==> config.mk <==
export PLATFORM = sky130hd
export DESIGN_NAME = char_lcd_4bit_interface_unit
export DESIGN_NICKNAME = d
export VERILOG_FILES = /design/src/hw/rtl/clcd4_pkg.sv /design/src/hw/rtl/clcd4_front.sv /design/src/hw/rtl/clcd4_back.sv /design/src/hw/rtl/char_lcd_4bit_interface_unit.sv
export SDC_FILE = /design/constraint.sdc
export NUM_CORES = 1
export LEC_CHECK = 0
export ABC_AREA = 1
export BUFFER_PORTS_ARGS = -buffer_cell sky130_fd_sc_hd__buf_4
export CAP_MARGIN = 15
export CORE_AREA = 2 2 125 127
export CTS_BUF_LIST = sky130_fd_sc_hd__clkbuf_8 sky130_fd_sc_hd__clkbuf_16
export DETAILED_ROUTE_END_ITERATION = 6
export DIE_AREA = 0 0 127 129
export PLACE_DENSITY_LB_ADDON = 0.15
export SYNTH_ARGS = -nofsm -noshare
export SYNTH_HDL_FRONTEND = slang
export SYNTH_SLANG_ARGS = --single-unit
==> constraint.sdc <==
create_clock -name clk -period 6.1 [get_ports clk]
set_input_delay 1.22 -clock clk [delete_from_list [all_inputs] [get_ports clk]]
set_output_delay 1.22 -clock clk [all_outputs]
set_load 0.05 [all_outputs]
==> src/hw/rtl/clcd4_pkg.sv <==
`default_nettype none

package clcd4_pkg;

  // queue between front and back
  localparam int unsigned QUEUE_DEPTH = 2;

  // field and register widths
  localparam int unsigned TICK_W      = 20;
  localparam int unsigned STEP_W      = 5;
  localparam int unsigned CFG_IDX_W   = 3;
  localparam int unsigned CFG_DATA_W  = 20;
  localparam int unsigned IN_TDATA_W  = 8;
  localparam int unsigned IN_TUSER_W  = 2;
  localparam int unsigned OUT_TDATA_W = 16;
  localparam int unsigned OUT_USED_W  = 9;

  // number of nibbles in the init sequence
  localparam logic [STEP_W-1:0] INIT_STEPS = STEP_W'(12);

  // register reset values
  localparam logic [7:0]        RST_ENABLE_HIGH = 8'd1;
  localparam logic [15:0]       RST_SETTLE      = 16'd50;
  localparam logic [TICK_W-1:0] RST_POWER_UP    = TICK_W'(50000);
  localparam logic [15:0]       RST_FIRST_WAIT  = 16'd5000;
  localparam logic [15:0]       RST_SHORT_WAIT  = 16'd150;
  localparam logic [15:0]       RST_CLEAR_WAIT  = 16'd2000;

  typedef enum logic [2:0] {
    PH_POWER  = 3'd0,
    PH_HIGH   = 3'd1,
    PH_SETTLE = 3'd2,
    PH_EXTRA  = 3'd3,
    PH_IDLE   = 3'd4
  } phase_t;

  typedef enum logic [CFG_IDX_W-1:0] {
    CFG_ENABLE_HIGH = 3'd0,
    CFG_SETTLE      = 3'd1,
    CFG_POWER_UP    = 3'd2,
    CFG_FIRST_WAIT  = 3'd3,
    CFG_SHORT_WAIT  = 3'd4,
    CFG_CLEAR_WAIT  = 3'd5
  } cfg_idx_t;

  typedef enum logic [1:0] {
    WAIT_NONE  = 2'd0,
    WAIT_FIRST = 2'd1,
    WAIT_SHORT = 2'd2,
    WAIT_CLEAR = 2'd3
  } wait_sel_t;

  typedef enum logic {
    ITEM_TICK  = 1'b0,
    ITEM_WRITE = 1'b1
  } item_kind_t;

  // one classified item as it sits in the queue
  typedef struct packed {
    item_kind_t kind;
    logic [7:0] byte_value;
    logic       register_select;
  } item_t;

  // one result item
  typedef struct packed {
    logic       write_rejected;
    logic       write_accepted;
    logic       busy_res;
    logic [3:0] data_pins;
    logic       enable_pin;
    logic       rs_pin;
  } result_t;

  // nibble driven at each init step: 3,3,3,2 then 0x28, 0x0C, 0x01, 0x06
  function automatic logic [3:0] init_nibble(input logic [STEP_W-1:0] step);
    logic [3:0] nib;
    unique case (step)
      5'd0, 5'd1, 5'd2: nib = 4'h3;
      5'd3, 5'd4:       nib = 4'h2;
      5'd5:             nib = 4'h8;
      5'd7:             nib = 4'hC;
      5'd9:             nib = 4'h1;
      5'd11:            nib = 4'h6;
      default:          nib = 4'h0;
    endcase
    return nib;
  endfunction

  // extra wait after each init step
  function automatic wait_sel_t init_wait(input logic [STEP_W-1:0] step);
    wait_sel_t sel;
    unique case (step)
      5'd0:             sel = WAIT_FIRST;
      5'd1, 5'd2, 5'd3: sel = WAIT_SHORT;
      5'd9:             sel = WAIT_CLEAR;
      default:          sel = WAIT_NONE;
    endcase
    return sel;
  endfunction

endpackage

`default_nettype wire

==> src/hw/rtl/clcd4_front.sv <==
`default_nettype none

module clcd4_front #(
  parameter int unsigned QueueDepth = clcd4_pkg::QUEUE_DEPTH
) (
  input  wire logic                                clk,
  input  wire logic                                rst,
  input  wire logic                                in_valid,
  output logic                                     in_ready,
  input  wire logic [clcd4_pkg::IN_TDATA_W-1:0]    in_data,
  input  wire logic [clcd4_pkg::IN_TUSER_W-1:0]    in_user,
  output logic                                     q_valid,
  output clcd4_pkg::item_t                         q_item,
  input  wire logic                                q_pop
);

  localparam int unsigned PtrW = (QueueDepth > 1) ? $clog2(QueueDepth) : 1;
  localparam int unsigned CntW = $clog2(QueueDepth + 1);
  localparam logic [PtrW-1:0] LastPtr = PtrW'(QueueDepth - 1);
  localparam logic [CntW-1:0] DepthCnt = CntW'(QueueDepth);

  clcd4_pkg::item_t entries [QueueDepth];
  logic [PtrW-1:0]  wr_ptr;
  logic [PtrW-1:0]  rd_ptr;
  logic [CntW-1:0]  count;
  clcd4_pkg::item_t item_in;
  logic             push;

  // classify the incoming transaction
  always_comb begin
    item_in.kind            = in_user[0] ? clcd4_pkg::ITEM_WRITE : clcd4_pkg::ITEM_TICK;
    item_in.byte_value      = in_data;
    item_in.register_select = in_user[1];
  end

  assign in_ready = (count != DepthCnt);
  assign push     = in_valid && in_ready;
  assign q_valid  = (count != '0);
  assign q_item   = entries[rd_ptr];

  // queue storage
  always_ff @(posedge clk) begin
    if (push) begin
      entries[wr_ptr] <= item_in;
    end
  end

  // pointers and fill count
  always_ff @(posedge clk) begin
    if (rst) begin
      wr_ptr <= '0;
      rd_ptr <= '0;
      count  <= '0;
    end else begin
      if (push) begin
        wr_ptr <= (wr_ptr == LastPtr) ? '0 : wr_ptr + 1'b1;
      end
      if (q_pop) begin
        rd_ptr <= (rd_ptr == LastPtr) ? '0 : rd_ptr + 1'b1;
      end
      if (push && !q_pop) begin
        count <= count + 1'b1;
      end else if (!push && q_pop) begin
        count <= count - 1'b1;
      end
    end
  end

`ifndef SYNTH
  a_count_bound: assert property (@(posedge clk) disable iff (rst)
    count <= DepthCnt)
    else $error("queue count above depth");

  a_count_up: assert property (@(posedge clk) disable iff (rst)
    (push && !q_pop) |=> count == $past(count) + 1'b1)
    else $error("queue count missed a push");

  a_ptr_gap: assert property (@(posedge clk) disable iff (rst)
    (count == '0) |-> (wr_ptr == rd_ptr))
    else $error("empty queue with pointers apart");
`endif

endmodule

`default_nettype wire

==> src/hw/rtl/clcd4_back.sv <==
`default_nettype none

module clcd4_back (
  input  wire logic                                clk,
  input  wire logic                                rst,
  input  wire logic                                cfg_wen,
  input  wire logic [clcd4_pkg::CFG_IDX_W-1:0]     cfg_addr,
  input  wire logic [clcd4_pkg::CFG_DATA_W-1:0]    cfg_wdata,
  input  wire logic                                q_valid,
  input  wire clcd4_pkg::item_t                    q_item,
  output logic                                     q_pop,
  output logic                                     out_valid,
  input  wire logic                                out_ready,
  output clcd4_pkg::result_t                       out_res
);

  localparam int unsigned TW = clcd4_pkg::TICK_W;
  localparam int unsigned SW = clcd4_pkg::STEP_W;

  // timing registers
  logic [7:0]    enable_high;
  logic [15:0]   settle;
  logic [TW-1:0] power_up;
  logic [15:0]   first_wait;
  logic [15:0]   short_wait;
  logic [15:0]   clear_wait;

  // sequencer state
  clcd4_pkg::phase_t phase, phase_next;
  logic [SW-1:0] init_step, init_step_next;
  logic [TW-1:0] tick_count, tick_count_next;
  logic [7:0]    pending_byte, pending_byte_next;
  logic          second_nibble, second_nibble_next;
  logic          rs_level, rs_level_next;
  logic          enable_level, enable_level_next;
  logic [3:0]    nibble_out, nibble_out_next;

  logic               advance;
  logic [TW-1:0]      count_inc;
  logic [TW-1:0]      limit;
  logic [TW-1:0]      extra_lim;
  logic               reached;
  logic               step_valid;
  logic [SW-1:0]      step_inc;
  logic               do_next_step;
  clcd4_pkg::wait_sel_t wait_sel;
  clcd4_pkg::result_t res_next;

  assign advance = q_valid && (!out_valid || out_ready);
  assign q_pop   = advance;

  // configuration writes
  always_ff @(posedge clk) begin
    if (rst) begin
      enable_high <= clcd4_pkg::RST_ENABLE_HIGH;
      settle      <= clcd4_pkg::RST_SETTLE;
      power_up    <= clcd4_pkg::RST_POWER_UP;
      first_wait  <= clcd4_pkg::RST_FIRST_WAIT;
      short_wait  <= clcd4_pkg::RST_SHORT_WAIT;
      clear_wait  <= clcd4_pkg::RST_CLEAR_WAIT;
    end else if (cfg_wen) begin
      unique case (clcd4_pkg::cfg_idx_t'(cfg_addr))
        clcd4_pkg::CFG_ENABLE_HIGH: enable_high <= cfg_wdata[7:0];
        clcd4_pkg::CFG_SETTLE:      settle      <= cfg_wdata[15:0];
        clcd4_pkg::CFG_POWER_UP:    power_up    <= cfg_wdata[TW-1:0];
        clcd4_pkg::CFG_FIRST_WAIT:  first_wait  <= cfg_wdata[15:0];
        clcd4_pkg::CFG_SHORT_WAIT:  short_wait  <= cfg_wdata[15:0];
        clcd4_pkg::CFG_CLEAR_WAIT:  clear_wait  <= cfg_wdata[15:0];
        default: ;
      endcase
    end
  end

  // extra wait selected by the current init step
  always_comb begin
    step_valid = (init_step < clcd4_pkg::INIT_STEPS);
    wait_sel   = step_valid ? clcd4_pkg::init_wait(init_step) : clcd4_pkg::WAIT_NONE;
    unique case (wait_sel)
      clcd4_pkg::WAIT_FIRST: extra_lim = TW'(first_wait);
      clcd4_pkg::WAIT_SHORT: extra_lim = TW'(short_wait);
      clcd4_pkg::WAIT_CLEAR: extra_lim = TW'(clear_wait);
      default:               extra_lim = '0;
    endcase
  end

  // phase limit and compare; a zero limit counts as one tick
  always_comb begin
    count_inc = tick_count + 1'b1;
    unique case (phase)
      clcd4_pkg::PH_POWER:  limit = power_up;
      clcd4_pkg::PH_HIGH:   limit = TW'(enable_high);
      clcd4_pkg::PH_SETTLE: limit = TW'(settle);
      clcd4_pkg::PH_EXTRA:  limit = extra_lim;
      default:              limit = '0;
    endcase
    reached = (count_inc >= ((limit == '0) ? TW'(1) : limit));
  end

  // next state
  always_comb begin
    phase_next         = phase;
    init_step_next     = init_step;
    tick_count_next    = tick_count;
    pending_byte_next  = pending_byte;
    second_nibble_next = second_nibble;
    rs_level_next      = rs_level;
    enable_level_next  = enable_level;
    nibble_out_next    = nibble_out;
    do_next_step       = 1'b0;
    step_inc           = init_step + 1'b1;

    if (q_item.kind == clcd4_pkg::ITEM_WRITE) begin
      // byte write, taken only when idle
      if (phase == clcd4_pkg::PH_IDLE) begin
        pending_byte_next  = q_item.byte_value;
        rs_level_next      = q_item.register_select;
        second_nibble_next = 1'b0;
        nibble_out_next    = q_item.byte_value[7:4];
        enable_level_next  = 1'b1;
        phase_next         = clcd4_pkg::PH_HIGH;
        tick_count_next    = '0;
      end
    end else if (phase != clcd4_pkg::PH_IDLE) begin
      tick_count_next = count_inc;
      unique case (phase)
        clcd4_pkg::PH_POWER: begin
          if (reached) begin
            init_step_next    = '0;
            rs_level_next     = 1'b0;
            nibble_out_next   = clcd4_pkg::init_nibble('0);
            enable_level_next = 1'b1;
            phase_next        = clcd4_pkg::PH_HIGH;
            tick_count_next   = '0;
          end
        end
        clcd4_pkg::PH_HIGH: begin
          if (reached) begin
            enable_level_next = 1'b0;
            phase_next        = clcd4_pkg::PH_SETTLE;
            tick_count_next   = '0;
          end
        end
        clcd4_pkg::PH_SETTLE: begin
          if (reached) begin
            if (step_valid) begin
              if (wait_sel != clcd4_pkg::WAIT_NONE) begin
                phase_next      = clcd4_pkg::PH_EXTRA;
                tick_count_next = '0;
              end else begin
                do_next_step = 1'b1;
              end
            end else if (!second_nibble) begin
              second_nibble_next = 1'b1;
              nibble_out_next    = pending_byte[3:0];
              enable_level_next  = 1'b1;
              phase_next         = clcd4_pkg::PH_HIGH;
              tick_count_next    = '0;
            end else begin
              phase_next      = clcd4_pkg::PH_IDLE;
              tick_count_next = '0;
            end
          end
        end
        clcd4_pkg::PH_EXTRA: begin
          if (reached) begin
            do_next_step = 1'b1;
          end
        end
        default: begin
          phase_next      = clcd4_pkg::PH_IDLE;
          tick_count_next = '0;
        end
      endcase

      // move to the next init nibble or finish the sequence
      if (do_next_step) begin
        if (step_inc >= clcd4_pkg::INIT_STEPS) begin
          init_step_next  = clcd4_pkg::INIT_STEPS;
          phase_next      = clcd4_pkg::PH_IDLE;
          tick_count_next = '0;
        end else begin
          init_step_next    = step_inc;
          nibble_out_next   = clcd4_pkg::init_nibble(step_inc);
          enable_level_next = 1'b1;
          phase_next        = clcd4_pkg::PH_HIGH;
          tick_count_next   = '0;
        end
      end
    end
  end

  // result fields
  always_comb begin
    res_next.rs_pin         = rs_level_next;
    res_next.enable_pin     = enable_level_next;
    res_next.data_pins      = nibble_out_next;
    res_next.busy_res       = (phase_next != clcd4_pkg::PH_IDLE);
    res_next.write_accepted = (q_item.kind == clcd4_pkg::ITEM_WRITE)
                              && (phase == clcd4_pkg::PH_IDLE);
    res_next.write_rejected = (q_item.kind == clcd4_pkg::ITEM_WRITE)
                              && (phase != clcd4_pkg::PH_IDLE);
  end

  // state registers
  always_ff @(posedge clk) begin
    if (rst) begin
      phase         <= clcd4_pkg::PH_POWER;
      init_step     <= '0;
      tick_count    <= '0;
      pending_byte  <= '0;
      second_nibble <= 1'b0;
      rs_level      <= 1'b0;
      enable_level  <= 1'b0;
      nibble_out    <= '0;
    end else if (advance) begin
      phase         <= phase_next;
      init_step     <= init_step_next;
      tick_count    <= tick_count_next;
      pending_byte  <= pending_byte_next;
      second_nibble <= second_nibble_next;
      rs_level      <= rs_level_next;
      enable_level  <= enable_level_next;
      nibble_out    <= nibble_out_next;
    end
  end

  // output register
  always_ff @(posedge clk) begin
    if (rst) begin
      out_valid <= 1'b0;
    end else if (advance) begin
      out_valid <= 1'b1;
    end else if (out_ready) begin
      out_valid <= 1'b0;
    end
  end

  always_ff @(posedge clk) begin
    if (advance) begin
      out_res <= res_next;
    end
  end

`ifndef SYNTH
  a_enable_phase: assert property (@(posedge clk) disable iff (rst)
    enable_level |-> (phase == clcd4_pkg::PH_HIGH))
    else $error("enable high outside the strobe phase");

  a_idle_count: assert property (@(posedge clk) disable iff (rst)
    (phase == clcd4_pkg::PH_IDLE) |-> (tick_count == '0))
    else $error("tick count running while idle");

  a_step_bound: assert property (@(posedge clk) disable iff (rst)
    init_step <= clcd4_pkg::INIT_STEPS)
    else $error("init step past end of sequence");

  a_acc_rej: assert property (@(posedge clk) disable iff (rst)
    out_valid |-> !(out_res.write_accepted && out_res.write_rejected))
    else $error("write both accepted and rejected");
`endif

endmodule

`default_nettype wire

==> src/hw/rtl/char_lcd_4bit_interface_unit.sv <==
// path: a result passes through the queue entry and then the sequencer output register
// after its input transaction is accepted
// throughput: one item per clock while the result side does not stall; the sequencer updates its state once per item
// a two-entry queue parts the input side from the sequencer, an output register
// parts the sequencer from the result side, so each side may stall on its own
// reset: timing registers return to defaults, queue empties, sequencer restarts
// the power-up wait with all pins low
`default_nettype none

module char_lcd_4bit_interface_unit #(
  parameter int unsigned QueueDepth = clcd4_pkg::QUEUE_DEPTH
) (
  input  wire logic                                clk,
  input  wire logic                                rst,
  input  wire logic                                cfg_wen,
  input  wire logic [clcd4_pkg::CFG_IDX_W-1:0]     cfg_addr,
  input  wire logic [clcd4_pkg::CFG_DATA_W-1:0]    cfg_wdata,
  input  wire logic                                s_axis_tvalid,
  output logic                                     s_axis_tready,
  // byte_value
  input  wire logic [clcd4_pkg::IN_TDATA_W-1:0]    s_axis_tdata,
  // operation, register_select
  input  wire logic [clcd4_pkg::IN_TUSER_W-1:0]    s_axis_tuser,
  output logic                                     m_axis_tvalid,
  input  wire logic                                m_axis_tready,
  // rs_pin, enable_pin, data_pins[3:0], busy_res, write_accepted, write_rejected
  output logic [clcd4_pkg::OUT_TDATA_W-1:0]        m_axis_tdata
);

  logic               q_valid;
  logic               q_pop;
  clcd4_pkg::item_t   q_item;
  clcd4_pkg::result_t out_res;

  // front: classify and queue transactions
  clcd4_front #(
    .QueueDepth(QueueDepth)
  ) u_front (
    .clk     (clk),
    .rst     (rst),
    .in_valid(s_axis_tvalid),
    .in_ready(s_axis_tready),
    .in_data (s_axis_tdata),
    .in_user (s_axis_tuser),
    .q_valid (q_valid),
    .q_item  (q_item),
    .q_pop   (q_pop)
  );

  // back: init and write sequencer
  clcd4_back u_back (
    .clk      (clk),
    .rst      (rst),
    .cfg_wen  (cfg_wen),
    .cfg_addr (cfg_addr),
    .cfg_wdata(cfg_wdata),
    .q_valid  (q_valid),
    .q_item   (q_item),
    .q_pop    (q_pop),
    .out_valid(m_axis_tvalid),
    .out_ready(m_axis_tready),
    .out_res  (out_res)
  );

  // pack result, zero filled to whole bytes
  assign m_axis_tdata = {{(clcd4_pkg::OUT_TDATA_W - clcd4_pkg::OUT_USED_W){1'b0}}, out_res};

endmodule

`default_nettype wire

## Word-level counts from Yosys, hierarchy flattened

Memories as Yosys holds them, arrays and structs flattened. A register that Yosys moved wholly into a read port is not among the register bits.
Cells that the tools add are included.

- Bits in registers: 145
- Bits in latches: 0
- Bits in writable memories: 20
- ROM bits: 64
- Bits of input ports: 38
- Output and inout bits: 18
- Word-level logic and storage cells: 173
- Memories kept: 2

Memories:

| memory | words | bits a word | rd ports | clocked after memory_dff | write ports | RTL line | source |
|---|---|---|---|---|---|---|---|
| (name not given) | 16 | 4 | 1 | 0 | 0 | clcd4_pkg.sv:78 | `unique case (step)` |
| u_front.entries | 2 | 10 | 1 | 1 | 1 | clcd4_front.sv:22 | `clcd4_pkg::item_t entries [QueueDepth];` |

- Add/subtract/negate cells: 6
- Multipliers: 0
- Div/mod/pow operators: 0
- Order comparisons: 3
- Equal/unequal tests: 21
- Shifts and indexed selects: 0
- Mux-type cells: 81
- Bitwise logic cells: 1
- Reduce and logical (&&, ||, !) cells: 35

Operator list:

| cell | count |
|---|---|
| 20-bit two-way mux | 9 |
| 20-bit one-hot mux with 4 select lines | 1 |
| 20-bit one-hot mux with 3 select lines | 1 |
| 16-bit one-hot mux with 3 select lines | 1 |
| 4-bit two-way mux | 10 |
| 1-bit two-way mux | 36 |
| 3-bit two-way mux | 11 |
| 20-bit by 1-bit adder with 20-bit output, second input constant | 1 |
| 20-bit greater-or-equal comparator | 1 |
| 20-bit logical NOT | 1 |
| 5-bit two-way mux | 4 |
| 2-bit nonzero test | 9 |
| 3-bit by 2-bit == test with 1-bit output, second input constant | 4 |
| 3-bit one-hot mux with 4 select lines | 1 |
| 2-bit AND reduction | 6 |
| 5-bit by 2-bit == test with 1-bit output, second input constant | 2 |
| 3-bit == test, second input constant | 3 |
| 4-bit one-hot mux with 2 select lines | 1 |
| 3-bit by 1-bit == test with 1-bit output, second input constant | 2 |
| 1-bit logical AND | 6 |
| 3-bit logical NOT | 2 |
| 2-bit two-way mux | 3 |
| 3-bit inequality test, second input constant | 2 |
| 2-bit one-hot mux with 3 select lines | 1 |
| 23 further kinds | 29 |

## Longest topological paths before layout

- Depth in word-level cells: 18
- Mapped depth: 38
- Mapped depth without buffers: 38

## Hierarchy

A second synthesis with hierarchy kept.

- Cell total of the unflattened synthesis: 1185
- Area, all modules: 8607.0 um2

By module, submodules not included:

| module | instances | cells each | area each (um2) |
|---|---|---|---|
| clcd4_back | 1 | 1111 | 7536.0 |
| clcd4_front | 1 | 66 | 1014.7 |
| char_lcd_4bit_interface_unit | 1 | 8 | 56.3 |

## Worst setup path after synthesis

Ideal clock, no wire load.

- Path kind: register -> register
- From: register u_back.init_step[0]
- To: register u_back.tick_count[17]
- Setup time: 0.142 ns
- Arrival: 3.233 ns
- Slack: 2.725 ns
- Cell stages (with the launch flop): 30
- Path buffers: 2
- Path through: dfxtp_1 inv_1 ha_1 inv_1 nand2_1 nand3_2 nand2_1 nor2_4 buf_2 nand2_1 nand3_1 nand2_1 nand4_1 inv_2 nand4_1 nor2_1 nand2_1 nand2_1 ha_1 nand2_1 nor2_1 nand2_1 nor2_1 nand2_1 nand4_4 nor2_2 or3_4 buf_6 nand3_2 a21oi_2

- Cells in the longest elaborated chain, start to end: 17
- Elaborated cells between the ends (all ways): 33
- Classes of those cells: order compare: 2; eq/ne: 7; mux: 20; reduce/logical: 4

RTL lines:

| what | RTL line | source |
|---|---|---|
| from (decl) | clcd4_back.sv:30 | `logic [SW-1:0] init_step, init_step_next;` |
| from (signal assigned) | clcd4_back.sv:217 | `init_step <= init_step_next;` |
| 5-bit by 1-bit == test with 1-bit output or 5-bit by 2-bit == test with 1-bit output (tied branches) | clcd4_pkg.sv:93 | `unique case (step)` |
| 3-bit OR reduction | clcd4_pkg.sv:93 |  |
| 2-bit one-hot mux with 3 select lines | clcd4_pkg.sv:93 |  |
| 2-bit two-way mux | clcd4_back.sv:77 | `wait_sel = step_valid ? clcd4_pkg::init_wait(init_step) : clcd4_pkg::WAIT_NONE;` |
| 2-bit == test or 2-bit by 1-bit == test with 1-bit output (tied branches) | clcd4_back.sv:78 | `unique case (wait_sel)` |
| 16-bit one-hot mux with 3 select lines | clcd4_back.sv:78 |  |
| 20-bit one-hot mux with 4 select lines | clcd4_back.sv:89 | `unique case (phase)` |
| 20-bit logical NOT | clcd4_back.sv:96 | `reached = (count_inc >= ((limit == '0) ? TW'(1) : limit));` |
| 20-bit two-way mux | clcd4_back.sv:96 |  |
| 20-bit greater-or-equal comparator | clcd4_back.sv:96 |  |
| 1-bit two-way mux (on tied branches) | clcd4_back.sv:165, clcd4_back.sv:144 |  |
| 1-bit one-hot mux with 2 select lines | clcd4_back.sv:125 | `unique case (phase)` |
| 1-bit two-way mux | clcd4_back.sv:123 | `end else if (phase != clcd4_pkg::PH_IDLE) begin` |
| 1-bit two-way mux | clcd4_back.sv:112 | `if (q_item.kind == clcd4_pkg::ITEM_WRITE) begin` |
| 20-bit two-way mux (*) | clcd4_back.sv:176 | `if (do_next_step) begin` |
| 20-bit two-way mux (*) | clcd4_back.sv:123 |  |
| 20-bit two-way mux (*) | clcd4_back.sv:112 |  |
| to (signal assigned) | clcd4_back.sv:218 | `tick_count <= tick_count_next;` |
| to (decl) | clcd4_back.sv:31 | `logic [TW-1:0] tick_count, tick_count_next;` |

Mark *: on every way between the ends. The rest lies on a longest branch, timed or not. The select of a mux whose other input is x is not followed.
A chain may end at the register's enable or synchronous reset.

## Worst setup path in the final report

- From: register u_back.init_step[0]
- To: register u_back.tick_count[13]

Same word-level chain as after synthesis.

==> run summary <==
Initial antenna violation count: 0
Cell mode on critical path: nand2_1
Final hold viol count: 0
DP HPWL: 14,810 um
Number of routed nets with antenna violations: 0
DR WL/cell: 14.90 um
Vias in the first global route: 7,089
Fmax: 0.2266 GHz
Ports: 56
Slowest library cell on the worst path: o21ai_2
Worst R2R End: u_back.tick_count[13]$_SDFFE_PP0P_
Gate Count Post-Synth: 1,220
Worst Path Required: 6470 ps
Slew headroom: 0.3962
Static Leakage: 4.452 nW
FF+latch count, synth: 166
Number of enable-type register cells in the synthesized netlist: 29
Fin nets: 1,316
Setup TNS: 0 ps
Starting Density: 0.5920
Layout Skew: 19.18 ps
Reg2reg start: u_back.init_step[0]$_SDFFE_PP0P_
DRC violations left: 0
First-pass iteration count of the detailed router: 5
GRT overflow: 0
Global-route wire length before repair: 35,480 um
GR Util All Layers: 0.2708
Worst Setup Slack, final: 1687 ps
Crit Path Class: reg2reg
Number of setup buffers added after CTS: 0
Root Driver: clkbuf_16
Clock Path Buffers: 2
Max stage delay on crit path: 610 ps
Reg2Reg Setup Slack: 1690 ps
Syn Area/Cell: 7.267 um^2
CP endpoint kind: flop
RSZ-0062 raised after global routing: no
PwrDens: 384.2 nW/um^2
Synth warn: 0
Max VDD drop: 0.2287 mV
Startpoint types: flop
WHS Endpoint: u_back.first_wait[7]$_SDFFE_PP1P_
Netlist cell types: 47
CTS Buf Count: 17
Die area: 16,380 um^2
Crit Path Max Fanout: 20
Final worst path period need: 4413 ps
Area Overhead vs Synth: 11.94%
Setup violators final: 0
Ant. Diodes: 0
Die Y: 129 um
IO buf count: 48
DP Cell Count: 1,415
Post-Layout Cell Count: 1,447
Die X: 127 um
Status: finished clean
DR iter-0 viols: 785
Fillers: 1,311
Via Count: 7,897
Worst-skew pair later-pin latency: 440 ps
Sequential area share after synthesis: 0.4076
Hold path cells: 2
Synth async-reset ratio: 0
Row Count: 45
Max-Cap Viols: 0
Total core area: 14,980 um^2
Post_cts resized: 0
Vias per cell: 5.457
Largest net degree at the start of global routing: 95
Worst Hold Launch: u_back.first_wait[7]$_SDFFE_PP1P_
Share of layout cells above drive strength 1: 0.1446
CTS tree: done
Main flop type after synthesis: dfxtp_1
Max-slew violation count: 0
Worst R2R Path Depth: 28
Fin crit share: 0.7234
Htree depth: 4
Post-CTS Hold Buffers: 0
Mapped cell area: 8866 um^2
Slew @ Worst Pin: 902.4 ps
Arrival @ worst endpoint: 4780 ps
Sink Count: 166
Final wirelength: 21,560 um
Clock-pin slew on the worst setup and hold paths: 60 ps
Gpl congestion: 0.8983
Fin util: 0.6627
Setup WS pre-CTS: 1794 ps
Worst hold path type: reg2reg
[worst max-delay path, delay by kind of cell (launching register included)]
family / cells / cell delay (ps)
fa+ha+maj: 2 / 500
flops: 1 / 350
buf+inv: 5 / 780
compound gates: 4 / 940
simple gates: 17 / 1740
[report_power, final]
part	internal (mW)	switching [mW]
Combinational	0.385	0.917
Clock	0.711	0.468
Sequential	1.25	0.0783
[through the flow]
stage | cell area (um^2) | total power, mW | hold WS (ps)
floorplan | 8889 | 2.333 | 424.4
global placement | 9275 | 2.625 | 439.4
detailed placement | 9275 | 2.635 | 442.8
CTS | 9925 | 3.812 | 456.5
global route | 9925 | 4.024 | 478.3
finish | 9925 | 3.813 | 459.5
[area by class of cell]
type                       count  area (um^2)  area share
sequential                   166         3613      0.3641
clock inverter                12        160.2     0.01614
inverter                     128        484.2     0.04879
clock buffer                  20        489.2     0.04929
multi-input combinational    875         4507      0.4541
tap                          188        235.2     0.02370
timing repair buffer          58        435.4     0.04387
[flip-flops by register name (all words and copies together) (netlist names), 2 cells and up, named ones only]
signal and flops:
u_back.short_wait 16, u_back.enable_high 8, u_back.pending_byte 4, u_back.init_step 5, u_front.count 2, u_back.nibble_out 4, u_back.phase 3, u_back.out_res 9
u_back.settle 16, u_back.power_up 20, u_back.tick_count 20, u_back.first_wait 16, u_back.clear_wait 16, u_front.entries 20
[routing by layer]
metal / track usage / part of all wire
met5: 0 / 0
met4: 0.08791 / 0.018
met3: 0.05281 / 0.053
met2: 0.4317 / 0.46
met1: 0.3731 / 0.47
[worst max path at each step]
| stage | depth (start not counted) | slack [ps] | end | start |
|---|---|---|---|---|
| floorplan | 29 | 2730 | u_back.tick_count[17]$_SDFFE_PP0P_ | u_back.init_step[0]$_SDFFE_PP0P_ |
| global placement | 28 | 1890 | u_back.tick_count[14]$_SDFFE_PP0P_ | u_back.init_step[0]$_SDFFE_PP0P_ |
| detailed placement | 28 | 1790 | u_back.tick_count[1]$_SDFFE_PP0P_ | u_back.init_step[0]$_SDFFE_PP0P_ |
| CTS | 28 | 1750 | u_back.tick_count[13]$_SDFFE_PP0P_ | u_back.init_step[0]$_SDFFE_PP0P_ |
| global route | 28 | 1330 | u_back.tick_count[12]$_SDFFE_PP0P_ | u_back.init_step[0]$_SDFFE_PP0P_ |
| finish | 28 | 1690 | u_back.tick_count[13]$_SDFFE_PP0P_ | u_back.init_step[0]$_SDFFE_PP0P_ |
[cell usage after synthesis, types with 6 or more instances]
library cell | n | area [um^2]
nand3_2 | 25 | 250.2
nor2_2 | 9 | 56.30
nor2_4 | 6 | 67.56
dfxtp_1 | 137 | 2743
buf_2 | 7 | 35.03
nand2_1 | 306 | 1149
o21ai_0 | 101 | 505.5
nand3_1 | 69 | 345.3
o22ai_1 | 6 | 37.54
edfxtp_1 | 29 | 870.8
nor2_1 | 161 | 604.3
xor2_1 | 13 | 113.9
inv_1 | 112 | 420.4
inv_2 | 14 | 52.55
a21oi_2 | 21 | 183.9
a21oi_1 | 59 | 295.3
buf_4 | 8 | 60.06
nand4_1 | 11 | 68.82
ha_1 | 32 | 400.4
nor3_1 | 6 | 30.03
clkbuf_1 | 35 | 131.4
[cell families after synthesis]
| kind of cell | Yosys count | synth area share |
|---|---|---|
| other | 1 | 0.0004230 |
| XOR/XNOR | 18 | 0.01778 |
| AND/OR/NAND/NOR | 609 | 0.3075 |
| flip-flops | 166 | 0.4076 |
| adder cells (fa/ha/maj) | 32 | 0.04516 |
| buffers and inverters | 185 | 0.08721 |
| AO/OA/AOI/OAI | 209 | 0.1344 |
[layout by cell type, fill, tap and decap left out, drive strengths merged]
cell and n:
o2111ai 2, o211ai 4, bufinv 3, a22o 2, nor3 7, conb 7
ha 32, a221oi 1, dfxtp 137, nand4 13, clkinv 2, a31oi 5
nand2 312, inv 134, xnor2 5, a32o 1, o21ai 105, nor4 2
buf 58, edfxtp 29, clkbuf 20, a21oi 80, xor2 13, nand3 94
o21bai 1, or3 2, or2 3, o22ai 6, clkinvlp 1, a211oi 2
nor2 176
No activity file was read; power rests on OpenSTA's default activity.
